===== src/rtl/hsq_pkg.sv =====
// Shared types, codes and constants of the homing sequencer.
package hsq_pkg;

  // Internal width of the offset arithmetic; results are shown in 32 bits.
  localparam int unsigned PosWidth = 32;
  localparam logic [31:0] OffsetMask =
      (PosWidth >= 32) ? 32'hFFFF_FFFF : 32'((64'd1 << PosWidth) - 64'd1);

  localparam logic [3:0] ModeHoming = 4'd6;
  localparam logic [3:0] ModeCsp    = 4'd8;
  localparam logic [7:0] ShownHoming = 8'd6;
  localparam logic [7:0] ShownCsp    = 8'd8;

  localparam logic [2:0] OpTick    = 3'd0;
  localparam logic [2:0] OpStart   = 3'd1;
  localparam logic [2:0] OpCancel  = 3'd2;
  localparam logic [2:0] OpRelease = 3'd3;
  localparam logic [2:0] OpUnhome  = 3'd4;

  localparam logic [3:0] PhIdle      = 4'd0;
  localparam logic [3:0] PhSwitch    = 4'd1;
  localparam logic [3:0] PhWaitMode  = 4'd2;
  localparam logic [3:0] PhWaitAtt   = 4'd3;
  localparam logic [3:0] PhWaitCsp   = 4'd4;
  localparam logic [3:0] PhFinal     = 4'd5;
  localparam logic [3:0] PhFinalWait = 4'd6;
  localparam logic [3:0] PhDone      = 4'd7;
  localparam logic [3:0] PhError     = 4'd8;

  localparam logic [1:0] ActNone    = 2'd0;
  localparam logic [1:0] ActSync    = 2'd1;
  localparam logic [1:0] ActMove    = 2'd2;
  localparam logic [1:0] ActSetPlan = 2'd3;

  localparam logic [2:0] RegHomeOffset   = 3'd0;
  localparam logic [2:0] RegHomePosition = 3'd1;
  localparam logic [2:0] RegFinalVel     = 3'd2;
  localparam logic [2:0] RegRefuse       = 3'd3;
  localparam logic [2:0] RegSkipFinal    = 3'd4;
  localparam logic [2:0] RegSyncFinal    = 3'd5;
  localparam logic [2:0] RegModeTimeout  = 3'd6;

  localparam logic [15:0] ModeTimeoutReset = 16'd5000;

  typedef struct packed {
    logic [2:0]         operation;
    logic [7:0]         drive_mode_shown;
    logic               home_reached;
    logic               homing_fault;
    logic signed [31:0] motor_position;
    logic signed [31:0] backlash_now;
    logic [30:0]        velocity_limit;
    logic               planner_busy;
  } in_item_t;

  typedef struct packed {
    logic [3:0]         mode_command;
    logic               home_start_bit;
    logic               is_homing;
    logic               is_homed;
    logic [3:0]         phase_code;
    logic               still_busy;
    logic [1:0]         position_action;
    logic signed [31:0] motor_ofs_load;
    logic signed [31:0] position_value;
    logic [30:0]        move_speed;
    logic               planner_enable;
    logic               sync_waiting;
  } out_item_t;

  typedef struct packed {
    logic signed [31:0] home_ofs;
    logic signed [31:0] home_position;
    logic signed [31:0] final_velocity;
    logic               refuse_rehome;
    logic               skip_final_move;
    logic               sync_final_move;
    logic [15:0]        mode_timeout;
  } cfg_t;

  typedef struct packed {
    logic [3:0]  phase;
    logic [16:0] wait_count;
    logic        homing;
    logic        homed;
    logic        release_flag;
    logic [3:0]  mode;
    logic        start_bit;
    logic        planner_en;
  } seq_state_t;

endpackage


===== src/rtl/hsq_cfg.sv =====
// Configuration register file of the homing sequencer.
module hsq_cfg (
  input  logic               clk_i,
  input  logic               rst_ni,
  input  logic               wr_en_i,
  input  logic [2:0]         wr_addr_i,
  input  logic [31:0]        wr_data_i,
  output hsq_pkg::cfg_t      cfg_o
);
  import hsq_pkg::*;

  cfg_t cfg_q, cfg_d;

  always_comb begin
    cfg_d = cfg_q;
    if (wr_en_i) begin
      unique case (wr_addr_i)
        RegHomeOffset:   cfg_d.home_ofs        = wr_data_i;
        RegHomePosition: cfg_d.home_position   = wr_data_i;
        RegFinalVel:     cfg_d.final_velocity  = wr_data_i;
        RegRefuse:       cfg_d.refuse_rehome   = wr_data_i[0];
        RegSkipFinal:    cfg_d.skip_final_move = wr_data_i[0];
        RegSyncFinal:    cfg_d.sync_final_move = wr_data_i[0];
        RegModeTimeout:  cfg_d.mode_timeout    = wr_data_i[15:0];
        default: ;
      endcase
    end
  end

  always_ff @(posedge clk_i or negedge rst_ni) begin
    if (!rst_ni) begin
      cfg_q <= '{home_ofs: '0, home_position: '0, final_velocity: '0,
                 refuse_rehome: 1'b0, skip_final_move: 1'b0,
                 sync_final_move: 1'b0, mode_timeout: ModeTimeoutReset};
    end else begin
      cfg_q <= cfg_d;
    end
  end

  assign cfg_o = cfg_q;

endmodule


===== src/rtl/hsq_step.sv =====
// Next-state and result logic for one item of the homing sequencer.
module hsq_step (
  input  hsq_pkg::seq_state_t st_i,
  input  hsq_pkg::cfg_t       cfg_i,
  input  hsq_pkg::in_item_t   item_i,
  output hsq_pkg::seq_state_t st_o,
  output hsq_pkg::out_item_t  res_o
);
  import hsq_pkg::*;

  seq_state_t  nxt;
  logic        busy;
  logic [1:0]  action;
  logic [31:0] offset_val;
  logic [31:0] pos_val;
  logic [30:0] speed_val;
  logic [16:0] cnt_inc;
  logic        timed_out;
  logic [31:0] diff;
  logic        skip_move;
  logic        fv_pos;
  logic [30:0] speed_pick;

  assign cnt_inc   = st_i.wait_count + 17'd1;
  assign timed_out = cnt_inc > {1'b0, cfg_i.mode_timeout};
  assign diff      = item_i.motor_position - item_i.backlash_now - cfg_i.home_ofs;
  assign skip_move = cfg_i.skip_final_move || (cfg_i.home_position == cfg_i.home_ofs);
  assign fv_pos    = !cfg_i.final_velocity[31] && (cfg_i.final_velocity != '0);
  assign speed_pick = (fv_pos && (cfg_i.final_velocity[30:0] < item_i.velocity_limit))
                      ? cfg_i.final_velocity[30:0] : item_i.velocity_limit;

  always_comb begin
    nxt        = st_i;
    busy       = 1'b0;
    action     = ActNone;
    offset_val = '0;
    pos_val    = '0;
    speed_val  = '0;
    unique case (item_i.operation)
      OpTick: begin
        unique case (st_i.phase)
          PhSwitch: begin
            nxt.mode       = ModeHoming;
            nxt.start_bit  = 1'b0;
            nxt.wait_count = '0;
            nxt.phase      = PhWaitMode;
            busy           = 1'b1;
          end
          PhWaitMode: begin
            busy = 1'b1;
            if (item_i.drive_mode_shown == ShownHoming) begin
              nxt.start_bit  = 1'b1;
              nxt.wait_count = '0;
              nxt.phase      = PhWaitAtt;
            end else begin
              nxt.wait_count = cnt_inc;
              if (timed_out) nxt.phase = PhError;
            end
          end
          PhWaitAtt: begin
            busy = 1'b1;
            if (item_i.homing_fault) begin
              nxt.start_bit = 1'b0;
              nxt.phase     = PhError;
            end else if (item_i.home_reached) begin
              nxt.start_bit  = 1'b0;
              action         = ActSync;
              offset_val     = diff & OffsetMask;
              pos_val        = cfg_i.home_ofs;
              nxt.mode       = ModeCsp;
              nxt.wait_count = '0;
              nxt.phase      = PhWaitCsp;
            end
          end
          PhWaitCsp: begin
            busy = 1'b1;
            if (item_i.drive_mode_shown == ShownCsp) begin
              nxt.phase = PhFinal;
            end else begin
              nxt.wait_count = cnt_inc;
              if (timed_out) nxt.phase = PhError;
            end
          end
          PhFinal: begin
            busy = 1'b1;
            if (skip_move) begin
              nxt.phase = PhDone;
            end else if (!(cfg_i.sync_final_move && !st_i.release_flag)) begin
              nxt.release_flag = 1'b0;
              action           = ActMove;
              pos_val          = cfg_i.home_position;
              speed_val        = speed_pick;
              nxt.planner_en   = 1'b1;
              nxt.phase        = PhFinalWait;
            end
          end
          PhFinalWait: begin
            busy = 1'b1;
            if (!item_i.planner_busy) begin
              nxt.planner_en = 1'b0;
              nxt.phase      = PhDone;
            end
          end
          PhDone: begin
            nxt.homing = 1'b0;
            nxt.homed  = 1'b1;
            nxt.phase  = PhIdle;
            action     = ActSetPlan;
            pos_val    = cfg_i.skip_final_move ? cfg_i.home_ofs : cfg_i.home_position;
          end
          PhError: begin
            nxt.start_bit = 1'b0;
            nxt.mode      = ModeCsp;
            nxt.homing    = 1'b0;
            nxt.homed     = 1'b0;
            nxt.phase     = PhIdle;
          end
          default: ;
        endcase
      end
      OpStart: begin
        if (!(cfg_i.refuse_rehome && st_i.homed)) begin
          nxt.homing       = 1'b1;
          nxt.homed        = 1'b0;
          nxt.release_flag = 1'b0;
          nxt.phase        = PhSwitch;
        end
      end
      OpCancel: begin
        if (st_i.homing || (st_i.phase != PhIdle)) nxt.phase = PhError;
      end
      OpRelease: nxt.release_flag = 1'b1;
      OpUnhome: begin
        if (!st_i.homing) nxt.homed = 1'b0;
      end
      default: ;
    endcase
  end

  assign st_o = nxt;

  assign res_o = '{mode_command:     nxt.mode,
                   home_start_bit:   nxt.start_bit,
                   is_homing:        nxt.homing,
                   is_homed:         nxt.homed,
                   phase_code:       nxt.phase,
                   still_busy:       busy,
                   position_action:  action,
                   motor_ofs_load:   offset_val,
                   position_value:   pos_val,
                   move_speed:       speed_val,
                   planner_enable:   nxt.planner_en,
                   sync_waiting:     (nxt.phase == PhFinal) && cfg_i.sync_final_move &&
                                     !nxt.release_flag};

endmodule


===== src/rtl/cia402_drive_homing_sequencer.sv =====
// Top level of the per-joint drive homing sequencer.
// Flow: the accepting edge loads the input register, and the result register is loaded
// from it when it has room; a stalled result holds the result register.
// Throughput: one item per cycle while the result is not stalled; the step logic
// between the two registers is combinational and handles a whole item.
// Reset: asynchronous, active low; phase idle, CSP mode commanded, flags clear,
// both pipeline stages empty, registers at their defaults (mode timeout 5000).
module cia402_drive_homing_sequencer (
  input  logic                clk_i,
  input  logic                rst_ni,
  // input items
  input  logic                in_valid_i,
  output logic                in_stall_o,
  input  hsq_pkg::in_item_t   in_item_i,
  // result items
  output logic                out_valid_o,
  input  logic                out_stall_i,
  output hsq_pkg::out_item_t  out_item_o,
  // configuration writes
  input  logic                cfg_valid_i,
  output logic                cfg_ready_o,
  input  logic [2:0]          cfg_addr_i,
  input  logic [31:0]         cfg_data_i
);
  import hsq_pkg::*;

  cfg_t       cfg;
  seq_state_t st_q, st_next;
  out_item_t  res_d, res_q;
  in_item_t   s1_item_q;
  logic       s1_valid_q, s1_valid_d;
  logic       out_valid_q, out_valid_d;
  logic       out_free;
  logic       s1_adv;
  logic       in_take;

  // Register writes are taken at once; software only writes while idle (a user rule, not enforced by the block).
  assign cfg_ready_o = 1'b1;

  hsq_cfg u_cfg (
    .clk_i     (clk_i),
    .rst_ni    (rst_ni),
    .wr_en_i   (cfg_valid_i),
    .wr_addr_i (cfg_addr_i),
    .wr_data_i (cfg_data_i),
    .cfg_o     (cfg)
  );

  // The result register is free when empty or when its item leaves this edge.
  assign out_free   = !out_valid_q || !out_stall_i;
  // Advance the held item into the result register whenever there is room.
  assign s1_adv     = s1_valid_q && out_free;
  // Stall input only when the input register is full and cannot drain.
  assign in_stall_o = s1_valid_q && !out_free;
  assign in_take    = in_valid_i && !in_stall_o;

  always_comb begin
    s1_valid_d = s1_valid_q;
    if (in_take) begin
      s1_valid_d = 1'b1;
    end else if (s1_adv) begin
      s1_valid_d = 1'b0;
    end
  end

  always_comb begin
    out_valid_d = out_valid_q;
    if (s1_adv) begin
      out_valid_d = 1'b1;
    end else if (out_free) begin
      out_valid_d = 1'b0;
    end
  end

  // Work out the item held in the input register against the current state.
  hsq_step u_step (
    .st_i   (st_q),
    .cfg_i  (cfg),
    .item_i (s1_item_q),
    .st_o   (st_next),
    .res_o  (res_d)
  );

  always_ff @(posedge clk_i or negedge rst_ni) begin
    if (!rst_ni) begin
      s1_valid_q  <= 1'b0;
      out_valid_q <= 1'b0;
      st_q        <= '{phase: PhIdle, wait_count: '0, homing: 1'b0, homed: 1'b0,
                       release_flag: 1'b0, mode: ModeCsp, start_bit: 1'b0,
                       planner_en: 1'b0};
    end else begin
      s1_valid_q  <= s1_valid_d;
      out_valid_q <= out_valid_d;
      // Commit the sequencer state only when the item moves on.
      if (s1_adv) st_q <= st_next;
    end
  end

  // Payload registers: hold unless loaded.
  always_ff @(posedge clk_i) begin
    if (in_take) s1_item_q <= in_item_i;
    if (s1_adv)  res_q     <= res_d;
  end

  assign out_valid_o = out_valid_q;
  assign out_item_o  = res_q;

endmodule


===== config.mk =====
export PLATFORM = sky130hd
export DESIGN_NAME = cia402_drive_homing_sequencer
export DESIGN_NICKNAME = d
export VERILOG_FILES = /design/src/rtl/hsq_pkg.sv /design/src/rtl/hsq_cfg.sv /design/src/rtl/hsq_step.sv /design/src/rtl/cia402_drive_homing_sequencer.sv
export SDC_FILE = /design/constraint.sdc
export NUM_CORES = 1
export LEC_CHECK = 0
export CORE_MARGIN = 10
export CORE_UTILIZATION = 55
export CTS_CLUSTER_SIZE = 14
export DETAILED_ROUTE_END_ITERATION = 8
export DONT_BUFFER_PORTS = 1
export HOLD_SLACK_MARGIN = 0.08
export PLACE_DENSITY_LB_ADDON = 0.12
export RECOVER_POWER = 25
export SETUP_SLACK_MARGIN = 0.05
export SKIP_LAST_GASP = 1
export SYNTH_ARGS = -nofsm -noshare
export SYNTH_HDL_FRONTEND = slang
export SYNTH_HIERARCHICAL = 1
export SYNTH_SLANG_ARGS = --single-unit
export TNS_END_PERCENT = 50

===== constraint.sdc =====
create_clock -name clk_i -period 4.3 [get_ports clk_i]
set_input_delay 1.29 -clock clk_i [delete_from_list [all_inputs] [get_ports clk_i]]
set_output_delay 1.29 -clock clk_i [all_outputs]
set_load 0.01 [all_outputs]

# == After elaboration in Yosys (flattened, before gate mapping) ==
# Index checks and enable logic that the tools add are counted.
# word_totals
register_bits,367
in_bits,149
output_inout_bits,114
wordCells,162
# op_classes
n_addsub,3
n_lt_le_gt_ge,2
n_eq_ne,25
n_mux,52
n_bitwise,4
n_reduce_logical,39
# ops
op,count
32-bit 2-to-1 mux,5
32-bit one-hot mux with 3 select lines,1
17-bit one-hot mux with 4 select lines,1
32-bit subtractor,2
21-bit 2-to-1 mux,2
4-bit 2-to-1 mux,9
17-bit 2-to-1 mux,2
32-bit == test,1
32-bit nonzero test,1
31-bit < comparator,1
31-bit 2-to-1 mux,1
4-bit one-hot mux with 7 select lines,1
4-bit one-hot mux with 3 select lines,2
"4-bit by 3-bit == test with 1-bit output, second input constant",5
"17-bit by 1-bit adder with 17-bit output, second input constant",1
17-bit by 16-bit > comparator with 1-bit output,1
1-bit 2-to-1 mux,15
2-bit AND reduction,7
"3-bit by 2-bit == test with 1-bit output, second input constant",4
"3-bit == test, second input constant",4
1-bit logical AND,9
1-bit one-hot mux with 3 select lines,3
"4-bit by 2-bit == test with 1-bit output, second input constant",2
"8-bit by 3-bit == test with 1-bit output, second input constant",1
22 further kinds,44

# == Longest topological paths before layout ==
# logic_depth
word_depth,9
ltp_mapped,15
mapped_depth_nobuf,14

# == By module ==
# Netlist, hierarchy kept.
# by_module_without_submodules
module,instances,cells_per_inst,area_per_inst_um2,seq_area_each_um2
cia402_drive_homing_sequencer,1,293,7843.8,7408.4
hsq_step,1,945,6396.1,0.0
hsq_cfg,1,249,4673.2,2884.0

# == Worst setup path after synthesis ==
# OpenSTA, ideal clock, no wires.
# synth_path
path_type,input -> register
from,input out_stall_i
to,register s1_item_q[0] in the netlist's numbering (enable)
setup_ps,481
t_arrival_ps,3929
required_ps,3819
setup_slack_ps,-109
stages,2
path_buffers,0
path_cell_list,nand3_1 -> and2_1
# synth_between
elab_chain_len,6
# synth_rtl
element,line_no,rtl
start: declaration,cia402_drive_homing_sequencer.sv:17,"input logic out_stall_i,"
1-bit zero test,cia402_drive_homing_sequencer.sv:50,assign out_free = !out_valid_q || !out_stall_i;
1-bit logical OR,cia402_drive_homing_sequencer.sv:50,
1-bit zero test,cia402_drive_homing_sequencer.sv:54,assign in_stall_o = s1_valid_q && !out_free;
1-bit logical AND,cia402_drive_homing_sequencer.sv:54,
1-bit zero test,cia402_drive_homing_sequencer.sv:55,assign in_take = in_valid_i && !in_stall_o;
1-bit logical AND,cia402_drive_homing_sequencer.sv:55,
named net in_take,cia402_drive_homing_sequencer.sv:35,logic in_take;
end signal: assignment,cia402_drive_homing_sequencer.sv:101,if (in_take) s1_item_q <= in_item_i;
end: declaration,cia402_drive_homing_sequencer.sv:30,in_item_t s1_item_q;
# The timed path passes the listed nets, and every way through them passes these cells.
# A chain may end at the register's enable or synchronous reset.

==> flow_summary.toml <==
[place]
place.gp.congestion = 0.867
port_buffers = 0
hpwlAfterDp_mm = 34.4
dpl_cell_area_sq_mm = 0.0192

[pwr]
switchingPower_uw = 3260
p_int_uw = 7430
p_comb_share_pct = 24.1
pwr-share-clk_pct = 32.2
seq_power_share_pct = 43.8
p_per_area_mw_per_mm2 = 520
ir_drop_mv = 0.321
leakage_uw = 0.00843
switching_share_pct = 30.5

[worst_setup_path]
cp-start-kind = "flip-flop"
worstSetupPathType = "reg2reg"
cp_top_family = "simple AND/OR/NAND/NOR gates"
r2r-start = "st_q[11]"
path_cells = "and3_1 -> nand4_1 -> nor2_2 -> nand3_1 -> xnor2_1 -> ha_1 -> nand3_1 -> nor4_2 -> nand4_1 -> and2_1 -> a221oi_2 -> a2bb2oi_1 -> o2111ai_1 -> and4bb_1"
crit_required_ns = 4.61
cp_max_fo = 7
cp.arrival_ns = 4.18
r2r_setup_slack_ns = 0.43
cp-end-kind = "flip-flop"
worst-path-stages = 14
startpoint = "st_q[11]"
r2r.worst_path.cells = 14
cp_slowest_stage_delay_ns = 0.45
cp_num_buf_inv = 0
cp-endpoint = "out_item_o[0]"
cp_slowest_cell = "dfrtp_1"
r2r_end = "out_item_o[0]"

[global_routing]
antenna_found_initial = 1
grt_pass1_wl_mm = 71.0
grt_pass1_vias = 11500
grt_max_degree = 148
grt.overflow.total = 0
grtUsageTotal_pct = 22.2

[drt]
wl_per_cell_um = 24.2
routed_via_density = 5.87
ant_nets = 0
drc = 0
via_count = 11500
firstDrtPassIters = 5
drt_iter0_markers = 867
wl_mm = 47.4

[timing]
finalSetupTns_ns = 0
slew_violations = 0
rsz0062_at_grt = "false"
setup_viol = 0
fin_crit_ns = 3.87
clock_skew_ns = 0.0162
hold_violations = 0
worst_pin_slew_ns = 0.943
fmax_ghz = 0.258
post-route-period-util_pct = 90.0
slew-limit-headroom_pct = 37.1

[yosys]
synth_top_area_share_pct = 34.9
syn_area_sq_mm = 0.0189
synth_async_sr_flop_share_pct = 40.1
yosysWarnings = 6
synth.distinct_cells = 80
ys_seq_area_share_pct = 54.4
synth_ff_type = "edfxtp_1"
yosys.area.top_type = "edfxtp_1"
postSynthCellCount = 1487
synth.most_common_cell = "edfxtp_1"
syn_nets = 1747
synth.ff_latch_count = 367
synth.area.top_cells = "edfxtp_1 (35%), dfrtp_1 (19%), ha_1 (5.3%), mux2_2 (4.9%), mux2_4 (4.8%)"
syn-mean-instance-area_sq_um = 12.7
synth-edff-count = 220
synthTopCellsByCount = "edfxtp_1 (220), dfrtp_1 (141), nor2_1 (127), inv_1 (121), mux2_2 (82)"

[clocking]
cts_tree = "done"
cts_setup_buffers = 0
clockRootBuffer = "clkbuf_16"
htreeDepth = 2
clkTransAtPathRegs_ns = 0.06
clk_path_buf_depth = 3
cts.sinks = 367
insertion_delay_ns = 0.56
cts_made_buffers = 40

[cells_and_area]
final_area_sq_mm = 0.0205
final_nets = 1742
area_growth_pct = 8.62
drive_gt1_share_pct = 16.6
nFillCells = 2724

[die]
rows = 67
initial_core_util_pct = 56.1
die_h_um = 205
top_level_ports = 263
die-area_sq_mm = 0.0422
core_region_area_sq_mm = 0.0337
die_w_um = 205

[job]
cap_viol_max_count = 0

[status]
status = "complete, no violations"

[min_path]
hold_class = "in2async"
[final cells by class]
| class | instances | area (sq um) | share of cell area, % |
|---|---|---|---|
| diodes | 1 | 2.50 | 0.0122 |
| clock buffers | 54 | 1130 | 5.48 |
| clock inverters | 20 | 179 | 0.871 |
| inverters | 121 | 454 | 2.21 |
| multi-input cells | 933 | 7760 | 37.8 |
| flip-flops and latches | 367 | 10300 | 50.1 |
| well taps | 448 | 561 | 2.73 |
| repair buffers | 19 | 168 | 0.816 |
[logic make-up (layout without fill, tap and decap cells)]
group / count (synthesis) / in the layout / synth area share, %
xor gates and xnor gates: 73 / 73 / 3.38
muxes: 178 / 178 / 11.6
and+or+nand+nor: 336 / 336 / 8.87
buffers and inverters: 187 / 214 / 4.96
DFF: 367 / 367 / 54.4
other: 1 / 2 / 0.0198
AOI/OAI and AO/OA: 234 / 234 / 8.18
adders and majority gates: 111 / 111 / 8.57
[per-layer routing]
layer	track usage, %	routed length [um]
met5	0	0
met4	6.22	966
met3	5.24	3030
met2	37.1	23500
met1	28.2	19900
[placed cells by master, fill, tap and decap left out, types with 8 or more instances in the layout]
master	count
edfxtp_1	220
dfrtp_1	141
nor2_1	126
inv_1	121
mux2_2	82
ha_1	80
mux2_4	61
nand2_1	59
a21oi_1	56
xnor2_1	56
o21ai_0	47
clkbuf_16	42
a22oi_1	33
mux2i_1	33
fa_1	31
nand4_1	23
nand3_1	21
a21o_1	20
nor3_1	20
buf_4	17
xor2_1	17
nor4_1	16
nand2b_1	12
nor2b_1	12
o31ai_1	10
clkbuf_1	9
clkinv_2	9
a31oi_1	8
and3_1	8
[how the worst min path moves through the flow]
stage,startpoint,end,slack [ns]
after floorplan,s1_valid_q,out_valid_o,0.46
after global placement,s1_valid_q,out_valid_o,0.47
after detailed placement,s1_valid_q,out_valid_o,0.48
after CTS,rst_ni,u_cfg/cfg_o[43],0.41
after global routing,rst_ni,u_cfg/cfg_o[43],0.41
final,rst_ni,u_cfg/cfg_o[43],0.44
[registers in the layout, summed over array words and instances (netlist names)]
name	count
out_item_o	111
s1_valid_q	1
u_cfg/cfg_o	115
st_q	30
out_valid_o	1
s1_item_q	109
[through the flow]
| step | utilization (%) | setup WS, ns | hold slack, ns | power [uW] | std cells |
|---|---|---|---|---|---|
| after global placement | 57.0 | 0.490 | 0.474 | 7230 | 1888 |
| after floorplan | - | 0.739 | 0.457 | 6650 | 1487 |
| final | 61.0 | 0.428 | 0.437 | 10700 | 1963 |
| after detailed placement | 57.0 | 0.357 | 0.484 | 7290 | 1888 |
| after CTS | 60.9 | 0.364 | 0.409 | 10800 | 1962 |
| after global routing | 61.0 | 0.0568 | 0.413 | 11200 | 1963 |
[power by group through the flow]
stage          Clock [uW]  Sequential (uW)  Combinational [uW]
2_1_floorplan           0             4570                2080
3_3_place_gp            0             4730                2500
3_5_place_dp            0             4750                2540
4_1_cts              3510             4680                2560
5_1_grt              3650             4740                2860
6_report             3440             4680                2570
[repair_timing]
| item | 4_1_cts | 5_1_grt |
|---|---|---|
| resized for setup | 0 | 3 |
| endpoints found under the hold margin | 0 | 0 |
| hold buffers | 0 | 0 |
| endpoints found under the setup margin | 0 | 1 |
[worst reg2reg max path, cell delays in order (launching register included)]
cell       delay (ns)
dfrtp_1          0.45
and3_1           0.26
nand4_1          0.26
nor2_2           0.22
nand3_1          0.20
xnor2_1          0.18
ha_1             0.30
nand3_1          0.13
nor4_2           0.33
nand4_1          0.17
and2_1           0.20
a221oi_2         0.36
a2bb2oi_1        0.12
o2111ai_1        0.25
and4bb_1         0.21
Note: power is estimated with default switching activity, not from simulation.
